[src/rtl/scd_pkg.sv]
`timescale 1ns / 1ps

package scd_pkg;

    localparam logic [7:0] SC_PREFIX    = 8'hE0;
    localparam logic [7:0] SC_REL_MASK  = 8'h80;
    localparam logic [7:0] SC_CODE_MASK = 8'h7F;

    localparam logic [6:0] SC_LSHIFT = 7'h2A;
    localparam logic [6:0] SC_RSHIFT = 7'h36;
    localparam logic [6:0] SC_CTRL   = 7'h1D;
    localparam logic [6:0] SC_ALT    = 7'h38;

    localparam logic [6:0] SC_EXT_UP    = 7'h48;
    localparam logic [6:0] SC_EXT_DOWN  = 7'h50;
    localparam logic [6:0] SC_EXT_LEFT  = 7'h4B;
    localparam logic [6:0] SC_EXT_RIGHT = 7'h4D;

    localparam logic [2:0] MSK_NONE  = 3'b000;
    localparam logic [2:0] MSK_SHIFT = 3'b001;
    localparam logic [2:0] MSK_CTRL  = 3'b010;
    localparam logic [2:0] MSK_ALT   = 3'b100;

    localparam logic [4:0] KC_A     = 5'd0;
    localparam logic [4:0] KC_B     = 5'd1;
    localparam logic [4:0] KC_C     = 5'd2;
    localparam logic [4:0] KC_F1    = 5'd3;
    localparam logic [4:0] KC_F2    = 5'd4;
    localparam logic [4:0] KC_F3    = 5'd5;
    localparam logic [4:0] KC_F4    = 5'd6;
    localparam logic [4:0] KC_F5    = 5'd7;
    localparam logic [4:0] KC_F6    = 5'd8;
    localparam logic [4:0] KC_F7    = 5'd9;
    localparam logic [4:0] KC_F8    = 5'd10;
    localparam logic [4:0] KC_F9    = 5'd11;
    localparam logic [4:0] KC_F10   = 5'd12;
    localparam logic [4:0] KC_F11   = 5'd13;
    localparam logic [4:0] KC_F12   = 5'd14;
    localparam logic [4:0] KC_RETURN = 5'd15;
    localparam logic [4:0] KC_SPC   = 5'd16;
    localparam logic [4:0] KC_BKSP  = 5'd17;
    localparam logic [4:0] KC_UP    = 5'd18;
    localparam logic [4:0] KC_DN    = 5'd19;
    localparam logic [4:0] KC_LT    = 5'd20;
    localparam logic [4:0] KC_RT    = 5'd21;

    typedef struct packed {
        logic [4:0] code;
        logic       released;
        logic [2:0] mods;
    } t_event;

    typedef struct packed {
        logic       prefix;
        logic       push;
        logic [4:0] code;
        logic       released;
        logic [2:0] mod_bit;
    } t_dec;

endpackage

[src/rtl/scd_decode.sv]
`timescale 1ns / 1ps

module scd_decode (
    input  logic [7:0]  i_byte,
    input  logic        i_ext,
    output scd_pkg::t_dec o_dec
);

    logic [6:0] sc;
    logic       rel;
    logic       plain_hit;
    logic [4:0] plain_code;
    logic       ext_hit;
    logic [4:0] ext_code;
    logic [2:0] mod_bit;

    assign sc  = 7'(i_byte & scd_pkg::SC_CODE_MASK);
    assign rel = (i_byte & scd_pkg::SC_REL_MASK) != 8'h00;

    always_comb begin
        plain_hit  = 1'b1;
        plain_code = scd_pkg::KC_A;
        case (sc)
            7'h1E: plain_code = scd_pkg::KC_A;
            7'h30: plain_code = scd_pkg::KC_B;
            7'h2E: plain_code = scd_pkg::KC_C;
            7'h3B: plain_code = scd_pkg::KC_F1;
            7'h3C: plain_code = scd_pkg::KC_F2;
            7'h3D: plain_code = scd_pkg::KC_F3;
            7'h3E: plain_code = scd_pkg::KC_F4;
            7'h3F: plain_code = scd_pkg::KC_F5;
            7'h40: plain_code = scd_pkg::KC_F6;
            7'h41: plain_code = scd_pkg::KC_F7;
            7'h42: plain_code = scd_pkg::KC_F8;
            7'h43: plain_code = scd_pkg::KC_F9;
            7'h44: plain_code = scd_pkg::KC_F10;
            7'h57: plain_code = scd_pkg::KC_F11;
            7'h58: plain_code = scd_pkg::KC_F12;
            7'h1C: plain_code = scd_pkg::KC_RETURN;
            7'h39: plain_code = scd_pkg::KC_SPC;
            7'h0E: plain_code = scd_pkg::KC_BKSP;
            default: plain_hit = 1'b0;
        endcase
    end

    always_comb begin
        ext_hit  = 1'b1;
        ext_code = scd_pkg::KC_UP;
        case (sc)
            scd_pkg::SC_EXT_UP:    ext_code = scd_pkg::KC_UP;
            scd_pkg::SC_EXT_DOWN:  ext_code = scd_pkg::KC_DN;
            scd_pkg::SC_EXT_LEFT:  ext_code = scd_pkg::KC_LT;
            scd_pkg::SC_EXT_RIGHT: ext_code = scd_pkg::KC_RT;
            default: ext_hit = 1'b0;
        endcase
    end

    always_comb begin
        case (sc)
            scd_pkg::SC_LSHIFT, scd_pkg::SC_RSHIFT: mod_bit = scd_pkg::MSK_SHIFT;
            scd_pkg::SC_CTRL:                       mod_bit = scd_pkg::MSK_CTRL;
            scd_pkg::SC_ALT:                        mod_bit = scd_pkg::MSK_ALT;
            default:                                mod_bit = scd_pkg::MSK_NONE;
        endcase
    end

    // Extended bytes never touch modifiers; fake shifts after the prefix drop.
    always_comb begin
        o_dec          = '0;
        o_dec.released = rel;
        if (i_byte == scd_pkg::SC_PREFIX) begin
            o_dec.prefix = 1'b1;
        end else if (i_ext) begin
            o_dec.push = ext_hit;
            o_dec.code = ext_code;
        end else begin
            o_dec.mod_bit = mod_bit;
            o_dec.push    = plain_hit && (mod_bit == scd_pkg::MSK_NONE);
            o_dec.code    = plain_code;
        end
    end

endmodule

[src/rtl/scd_event_ring.sv]
`timescale 1ns / 1ps

module scd_event_ring #(
    parameter int FIFO_DEPTH = 64
) (
    input  logic            i_clk,
    input  logic            i_rst_n,
    input  logic            i_push,
    input  scd_pkg::t_event i_wr_data,
    input  logic            i_pop,
    output logic            o_pop_hit,
    output scd_pkg::t_event o_rd_data
);

    localparam int PTR_W = $clog2(FIFO_DEPTH);
    localparam logic [PTR_W-1:0] PTR_LAST = PTR_W'(FIFO_DEPTH - 1);

    scd_pkg::t_event r_mem [FIFO_DEPTH];
    scd_pkg::t_event r_rd_data;
    logic [PTR_W-1:0] r_wp, r_rp;
    logic [PTR_W-1:0] n_wp, n_rp;
    logic [PTR_W-1:0] wp_inc, rp_inc;
    logic             full;
    logic             push_ok;

    assign wp_inc    = (r_wp == PTR_LAST) ? '0 : r_wp + 1'b1;
    assign rp_inc    = (r_rp == PTR_LAST) ? '0 : r_rp + 1'b1;
    assign full      = (wp_inc == r_rp);
    assign push_ok   = i_push && !full;
    assign o_pop_hit = i_pop && (r_wp != r_rp);
    assign n_wp      = push_ok ? wp_inc : r_wp;
    assign n_rp      = o_pop_hit ? rp_inc : r_rp;
    assign o_rd_data = r_rd_data;

    always_ff @(posedge i_clk) begin
        if (!i_rst_n) begin
            r_wp <= '0;
            r_rp <= '0;
        end else begin
            r_wp <= n_wp;
            r_rp <= n_rp;
        end
    end

    always_ff @(posedge i_clk) begin
        if (push_ok) begin
            r_mem[r_wp] <= i_wr_data;
        end
        if (o_pop_hit) begin
            r_rd_data <= r_mem[r_rp];
        end
    end

    // the ring never holds more than depth-1 beats
    assert property (@(posedge i_clk) disable iff (!i_rst_n)
        (full && i_push && !i_pop) |=> (r_wp == $past(r_wp)))
        else $error("push taken into a full ring");

endmodule

[src/rtl/scancode_event_decoder_fifo.sv]
`timescale 1ns / 1ps

// Channel  | Direction | Handshake       | Payload
// ---------+-----------+-----------------+-------------------------------------------
// request  | in        | start / busy    | i_req_type, i_scan_byte
// result   | out       | o_done strobe   | o_event_valid, o_key_code, o_key_released,
//          |           |                 | o_event_modifiers, o_current_modifiers
//
// One beat is taken every cycle; busy stays low.
// Each result strobes o_done after its request beat passes the input
// register, then decode, ring update and the registered ring read.
// The event ring is FIFO_DEPTH entries of on-chip memory with one write
// and one registered read port; it holds FIFO_DEPTH-1 events.
// Reset clears the pointers, modifier mask and prefix flag; no sweep.
// The receiver cannot stall: each result is valid for exactly one cycle.

module scancode_event_decoder_fifo #(
    parameter int FIFO_DEPTH = 64
) (
    input  logic       i_clk,
    input  logic       i_rst_n,
    input  logic       start,
    output logic       busy,
    input  logic       i_req_type,
    input  logic [7:0] i_scan_byte,
    output logic       o_done,
    output logic       o_event_valid,
    output logic [4:0] o_key_code,
    output logic       o_key_released,
    output logic [2:0] o_event_modifiers,
    output logic [2:0] o_current_modifiers
);

    logic       r_in_valid;
    logic       r_req;
    logic [7:0] r_byte;
    logic       r_ext, n_ext;
    logic [2:0] r_mods, n_mods;
    logic       r_done;
    logic       r_hit;

    scd_pkg::t_dec   dec;
    scd_pkg::t_event wr_data;
    scd_pkg::t_event rd_data;
    logic            is_byte;
    logic            pop;
    logic            pop_hit;

    assign busy = 1'b0;

    scd_decode u_decode (
        .i_byte (r_byte),
        .i_ext  (r_ext),
        .o_dec  (dec)
    );

    assign is_byte = r_in_valid && !r_req;
    assign pop     = r_in_valid && r_req;

    assign wr_data.code     = dec.code;
    assign wr_data.released = dec.released;
    assign wr_data.mods     = r_mods;

    scd_event_ring #(
        .FIFO_DEPTH (FIFO_DEPTH)
    ) u_ring (
        .i_clk     (i_clk),
        .i_rst_n   (i_rst_n),
        .i_push    (is_byte && dec.push),
        .i_wr_data (wr_data),
        .i_pop     (pop),
        .o_pop_hit (pop_hit),
        .o_rd_data (rd_data)
    );

    always_comb begin
        n_ext  = r_ext;
        n_mods = r_mods;
        if (is_byte) begin
            n_ext = dec.prefix;
            if (dec.released) begin
                n_mods = r_mods & ~dec.mod_bit;
            end else begin
                n_mods = r_mods | dec.mod_bit;
            end
        end
    end

    always_ff @(posedge i_clk) begin
        if (!i_rst_n) begin
            r_in_valid <= 1'b0;
            r_ext      <= 1'b0;
            r_mods     <= '0;
            r_done     <= 1'b0;
            r_hit      <= 1'b0;
        end else begin
            r_in_valid <= start && !busy;
            r_ext      <= n_ext;
            r_mods     <= n_mods;
            r_done     <= r_in_valid;
            r_hit      <= pop_hit;
        end
    end

    // hold the request payload with the beat
    always_ff @(posedge i_clk) begin
        if (start && !busy) begin
            r_req  <= i_req_type;
            r_byte <= i_scan_byte;
        end
    end

    assign o_done              = r_done;
    assign o_event_valid       = r_hit;
    assign o_key_code          = r_hit ? rd_data.code : '0;
    assign o_key_released      = r_hit && rd_data.released;
    assign o_event_modifiers   = r_hit ? rd_data.mods : '0;
    assign o_current_modifiers = r_mods;

    assert property (@(posedge i_clk) disable iff (!i_rst_n)
        o_event_valid |-> o_done)
        else $error("event returned without a result strobe");

    assert property (@(posedge i_clk) disable iff (!i_rst_n)
        pop |=> (r_mods == $past(r_mods)))
        else $error("pop changed the modifier mask");

    assert property (@(posedge i_clk) disable iff (!i_rst_n)
        (is_byte && r_ext) |=> (r_mods == $past(r_mods)))
        else $error("extended byte changed the modifier mask");

endmodule
[config.mk]
export PLATFORM = sky130hd
export DESIGN_NAME = scancode_event_decoder_fifo
export DESIGN_NICKNAME = d
export VERILOG_FILES = /design/src/rtl/scd_pkg.sv /design/src/rtl/scd_decode.sv /design/src/rtl/scd_event_ring.sv /design/src/rtl/scancode_event_decoder_fifo.sv
export SDC_FILE = /design/constraint.sdc
export NUM_CORES = 1
export LEC_CHECK = 0
export ABC_AREA = 1
export BUFFER_PORTS_ARGS = -buffer_cell sky130_fd_sc_hd__buf_2
export CAP_MARGIN = 20
export CORE_MARGIN = 5
export CORE_UTILIZATION = 30
export DETAILED_ROUTE_END_ITERATION = 8
export PLACE_DENSITY = 0.48
export SLEW_MARGIN = 25
export SYNTH_ARGS = -nofsm -noshare
export SYNTH_HDL_FRONTEND = slang
export SYNTH_SLANG_ARGS = --single-unit
[constraint.sdc]
create_clock -name i_clk -period 10.3 [get_ports i_clk]
set_input_delay 1.545 -clock i_clk [delete_from_list [all_inputs] [get_ports i_clk]]
set_output_delay 1.545 -clock i_clk [all_outputs]
set_load 0.005 [all_outputs]
Word-level counts from Yosys, hierarchy flattened

Memory sizes are Yosys's and may differ from the RTL's. A register that Yosys moved wholly into a read port is not among the register bits.
Index checks and enable logic that the tools add are counted.

Register bits after elaboration: 28
RAM bits: 576
Bits of input ports: 12
Logic and storage cells: 76
Memories: 1

Add/sub/neg operators: 2
Eq/ne operators: 31
Muxes and demuxes: 17
Bitwise operators: 3
Reduce and logical (&&, ||, !) cells: 13

Memory list:

| name         | depth | width | rd ports | clocked after Yosys merged registers in | wr ports | RTL line             | RTL |
|---|---|---|---|---|---|---|---|
| u_ring.r_mem | 64    | 9     | 1        | 1                                       | 1        | scd_event_ring.sv:18 | `scd_pkg::t_event r_mem [FIFO_DEPTH];` |

Operators by type and width:

| cell                | count |
|---|---|
| $pmux 5 s17         | 1 |
| $eq 7x6->1 const B  | 11 |
| $eq 7x7->1 const B  | 11 |
| $mux 6              | 4 |
| $eq 7x5->1 const B  | 3 |
| $pmux 3 s3          | 2 |
| $reduce_or 18->1    | 1 |
| $add 6x1->6 const B | 2 |
| $eq 6x6->1 const B  | 2 |
| $mux 3              | 4 |
| $eq 8x8->1 const B  | 1 |
| $eq 7x4->1 const B  | 1 |
| $logic_and 1x1->1   | 7 |
| $eq 6x6->1          | 1 |
| $ne 6x6->1          | 1 |
| $mux 1              | 5 |
| $mux 5              | 1 |
| $reduce_or 4->1     | 1 |
| $and 3x3->3         | 1 |
| $logic_not 3->1     | 1 |
| $not 3->3           | 1 |
| $or 3x3->3          | 1 |
| $logic_not 1->1     | 2 |
| $reduce_or 2->1     | 1 |

Longest topological paths before layout

Word-level depth: 11
Depth in mapped cells: 14
Gate-level depth less buffers: 14

Cells and area by module

A second synthesis with hierarchy kept.

Cells, all modules: 2131
Area total of the unflattened synthesis: 25253.0 µm²

By module, submodules not included:

| module                      | times used | cells each | area each (µm²) | sequential area each (µm²) |
|---|---|---|---|---|
| scd_event_ring              | 1          | 1962       | 24173.2         | 17807.1 |
| scancode_event_decoder_fifo | 1          | 74         | 654.4           | 410.4 |
| scd_decode                  | 1          | 95         | 425.4           | 0.0 |

Worst setup path before layout

Ideal clock, no wire load.

Path kind: flip-flop to flip-flop
Start point: register r_byte[5]
End point: memory u_ring.r_mem[0][7] in the netlist's numbering, data pin
Data arrival time: 2.713 ns
Required time: 9.752 ns
Setup slack: 7.039 ns
Stages on the path, launching flop included: 8
Clock period less this slack: 3.261 ns
Cell sequence: edfxtp_1 -> inv_2 -> nand2_1 -> nor2_1 -> nand2_1 -> nand2_1 -> nor2_1 -> a21oi_1

RTL lines:

| item                     | RTL line                           | RTL |
|---|---|---|
| start: declaration       | scancode_event_decoder_fifo.sv:36  | `logic [7:0] r_byte;` |
| start signal: assignment | scancode_event_decoder_fifo.sv:109 | `r_byte <= i_scan_byte;` |
| end: declaration         | scd_event_ring.sv:18               |  |

Worst setup path after layout

Start point: register u_ring.r_rp[0]
End point: register u_ring.o_rd_data[5] (netlist name)

Word-level cells in the longest chain between the ends: 2

RTL lines:

| item                     | RTL line             | RTL |
|---|---|---|
| start: declaration       | scd_event_ring.sv:20 | `logic [PTR_W-1:0] r_wp, r_rp;` |
| start signal: assignment | scd_event_ring.sv:41 | `r_rp <= n_rp;` |
| $ne 6x6->1               | scd_event_ring.sv:30 | `assign o_pop_hit = i_pop && (r_wp != r_rp);` |
| $logic_and 1x1->1        | scd_event_ring.sv:30 |  |

Parallel ways exist; a longest one is shown, timed or not.
A chain may end at the register's enable or synchronous reset.

==> results.sh <==
export IMPL_synthCells=2103
export IMPL_ant_nets=0
export IMPL_p_leak_nw=9.91
export IMPL_synth_top_area_share_pct=70.8
export IMPL_p_sw_share_pct=21.8
export IMPL_worstPathArrival_ns=4.33
export IMPL_ys_warn_count=0
export IMPL_hold_violations=0
export IMPL_dieHeight_um=300
export IMPL_grt_pass1_vias=17068
export IMPL_vdd_drop_max_mv=0.106
export IMPL_relSlewSlack_pct=30.1
export IMPL_fin_crit_ns=3.87
export IMPL_internal_power_mw=4.24
export IMPL_max_freq_ghz=0.259
export IMPL_drtIter0Drc=1640
export IMPL_power_switching_mw=1.18
export IMPL_tns_ns=0
export IMPL_synth_distinct_cells=36
export IMPL_required_ns=10.76
export IMPL_r2r_cells=9
export IMPL_vias=16845
export IMPL_worstSetupEndpointType="flip-flop"
export IMPL_timing_rr_start="u_ring.r_rp[0]"
export IMPL_io_buffers=25
export IMPL_htree_levels=3
export IMPL_cts_resized=0
export IMPL_grt_setup_unrepaired="no"
export IMPL_final_common_cell="edfxtp_1"
export IMPL_routed_via_density=5.23
export IMPL_ys_top_cells_by_area="edfxtp_1, nor2_1, o21ai_0"
export IMPL_nets=2105
export IMPL_regToRegSetupSlack_ns=6.43
export IMPL_dieArea_um2=89900
export IMPL_dieWidth_um=300
export IMPL_synth_seq_area_share_pct=72.3
export IMPL_hold_class="reg -> reg"
export IMPL_grt_pass1_wl_um=111000
export IMPL_ctsHoldBuffers=0
export IMPL_grt_ovfl_total=0
export IMPL_setup_violations=0
export IMPL_synthToLayoutAreaGrowth_pct=13.3
export IMPL_cts_sinks=613
export IMPL_avgSynthCellArea_um2=12.0
export IMPL_clk_latency_ns=0.60
export IMPL_drive_gt1_share_pct=8.92
export IMPL_power_share_sequential_pct=50.9
export IMPL_cts_path_max_buffers=3
export IMPL_cp_start_kind="flip-flop"
export IMPL_fin_crit_sh_pct=37.6
export IMPL_ys_ff_latch=613
export IMPL_io_pins=27
export IMPL_dp_hpwl_um=44800
export IMPL_num_rows=106
export IMPL_placed_area_um2=26300
export IMPL_synth_area_um2=25200
export IMPL_track_usage_pct=16.3
export IMPL_outcome="finished, final reports clean"
export IMPL_wl_per_cell_um=23.4
export IMPL_root_buffer="clkbuf_16"
export IMPL_cts_tree="built"
export IMPL_fin_worst_skew_ns=0.0263
export IMPL_synthesis_nets=2117
export IMPL_powerDensity_nw_per_um2=190
export IMPL_p_clk_share_pct=44.9
export IMPL_post_cts_repair_setup_buffers=0
export IMPL_comb_power_share_pct=4.2
export IMPL_layout_common_cells="edfxtp_1, nor2_1, o21ai_0"
export IMPL_cap_viol_max_count=0
export IMPL_synth_area_leader_cell="edfxtp_1"
export IMPL_fin_area_um2=28600
export IMPL_cp_startpoint="u_ring.r_rp[0]"
export IMPL_path_clk_slew_ns=0.06
export IMPL_grt_max_degree=193
export IMPL_regToRegEndpoint="u_ring.o_rd_data[5]"
export IMPL_start_util_pct=30.2
export IMPL_wl_um=75400
export IMPL_critPathKind="reg -> reg"
export IMPL_endpoint="u_ring.o_rd_data[5]"
export IMPL_drv_slew=0
export IMPL_globalplace_congestion=0.856
export IMPL_antenna_found_initial=1
export IMPL_cts_buffers=68
export IMPL_crit_fanout=107
export IMPL_core_area_um2=83600
export IMPL_tightest_slew_ns=1.05
export IMPL_drc=0
export IMPL_drt_pre_antenna_iters=5
-- worst min path at each step --
stage	from	end	slack [ns]	depth (start not counted)
6_report	r_in_valid	o_done	0.45	2
5_1_grt	r_in_valid	o_done	0.49	2
4_1_cts	r_in_valid	o_done	0.45	2
3_5_place_dp	r_in_valid	o_done	0.44	2
3_3_place_gp	r_in_valid	o_done	0.44	2
2_1_floorplan	r_in_valid	o_done	0.42	2
-- state kept, by name (all words and copies together), names as in the netlist, named ones only --
signal	count
u_ring.r_mem	576
u_ring.o_rd_data	9
r_byte	8
u_ring.r_rp	6
u_ring.r_wp	6
o_done	1
o_event_valid	1
r_ext	1
r_in_valid	1
r_req	1
-- cell usage after synthesis --
| cell type | count |
|---|---|
| clkbuf_1 | 89 |
| nor2_1 | 478 |
| inv_2 | 9 |
| buf_4 | 5 |
| buf_1 | 7 |
| nand3_2 | 2 |
| nor2_8 | 1 |
| nand3_1 | 92 |
| a21oi_4 | 1 |
| a22oi_1 | 1 |
| ha_1 | 2 |
| nor2_2 | 3 |
| conb_1 | 1 |
| nor4_1 | 1 |
| o21ai_0 | 305 |
| nand3b_1 | 1 |
| or2_2 | 1 |
| edfxtp_1 | 594 |
| nand4_1 | 21 |
| o311ai_0 | 1 |
| nand4_4 | 6 |
| o211ai_1 | 64 |
| nor3_1 | 5 |
| a311oi_1 | 1 |
| o221ai_1 | 10 |
| clkinv_1 | 2 |
| dfxtp_1 | 19 |
| buf_6 | 3 |
| xor2_1 | 3 |
| nand2_2 | 7 |
| nand2_1 | 187 |
| a21oi_1 | 24 |
| inv_1 | 51 |
| buf_2 | 25 |
| o22ai_1 | 77 |
| nor2_4 | 4 |
-- power groups by stage --
stage | registers, mW | logic [mW] | clock network [mW]
2_1_floorplan | 2.81 | 0.136 | 0
3_3_place_gp | 2.81 | 0.234 | 0
3_5_place_dp | 2.81 | 0.230 | 0
4_1_cts | 2.76 | 0.230 | 2.48
5_1_grt | 2.76 | 0.250 | 2.59
6_report | 2.76 | 0.229 | 2.44
-- layout make-up --
class	instances	area (um^2)
diodes	1	2.50
clock buffers	88	1850
clock inverters	33	369
fillers	8262	55000
inverters	62	245
multi-input cells	1299	6210
flip-flops and latches	613	18200
well taps	1080	1350
repair buffers	47	303
-- routing by layer --
layer,track usage [%],part of all wire (%)
met2,26.0,46
met1,22.5,43
met3,3.67,8.4
met5,0,0
met4,4.63,2.2
-- stage by stage --
stage / setup slack (ns) / total power, mW / utilization [%] / hold slack, ns / std cells
2_1_floorplan: 7.04 / 2.94 / - / 0.420 / 2103
3_3_place_gp: 6.57 / 3.04 / 31.5 / 0.444 / 3101
3_5_place_dp: 6.54 / 3.04 / 31.5 / 0.443 / 3101
4_1_cts: 6.51 / 5.47 / 34.2 / 0.453 / 3222
5_1_grt: 6.18 / 5.59 / 34.2 / 0.486 / 3222
6_report: 6.43 / 5.42 / 34.2 / 0.448 / 3223
-- critical path, cell delays in order, from the launching register on --
cell,delay (ns)
dfxtp_4,0.48
inv_8,0.47
buf_4,0.88
buf_4,0.79
o21ai_0,0.30
o21ai_0,0.15
o211ai_1,0.17
nand4_1,0.13
nand3_1,0.10
nand2_1,0.09
-- cell families after synthesis --
group,Yosys count,share of synthesized area (%)
fa+ha+maj,2,0.0993
other cells,1,0.0149
flops,613,72.3
simple gates,809,13.5
buf+inv,191,3.13
compound gates,484,10.9
xor+xnor,3,0.104
No activity file was read; power rests on OpenSTA's default activity.
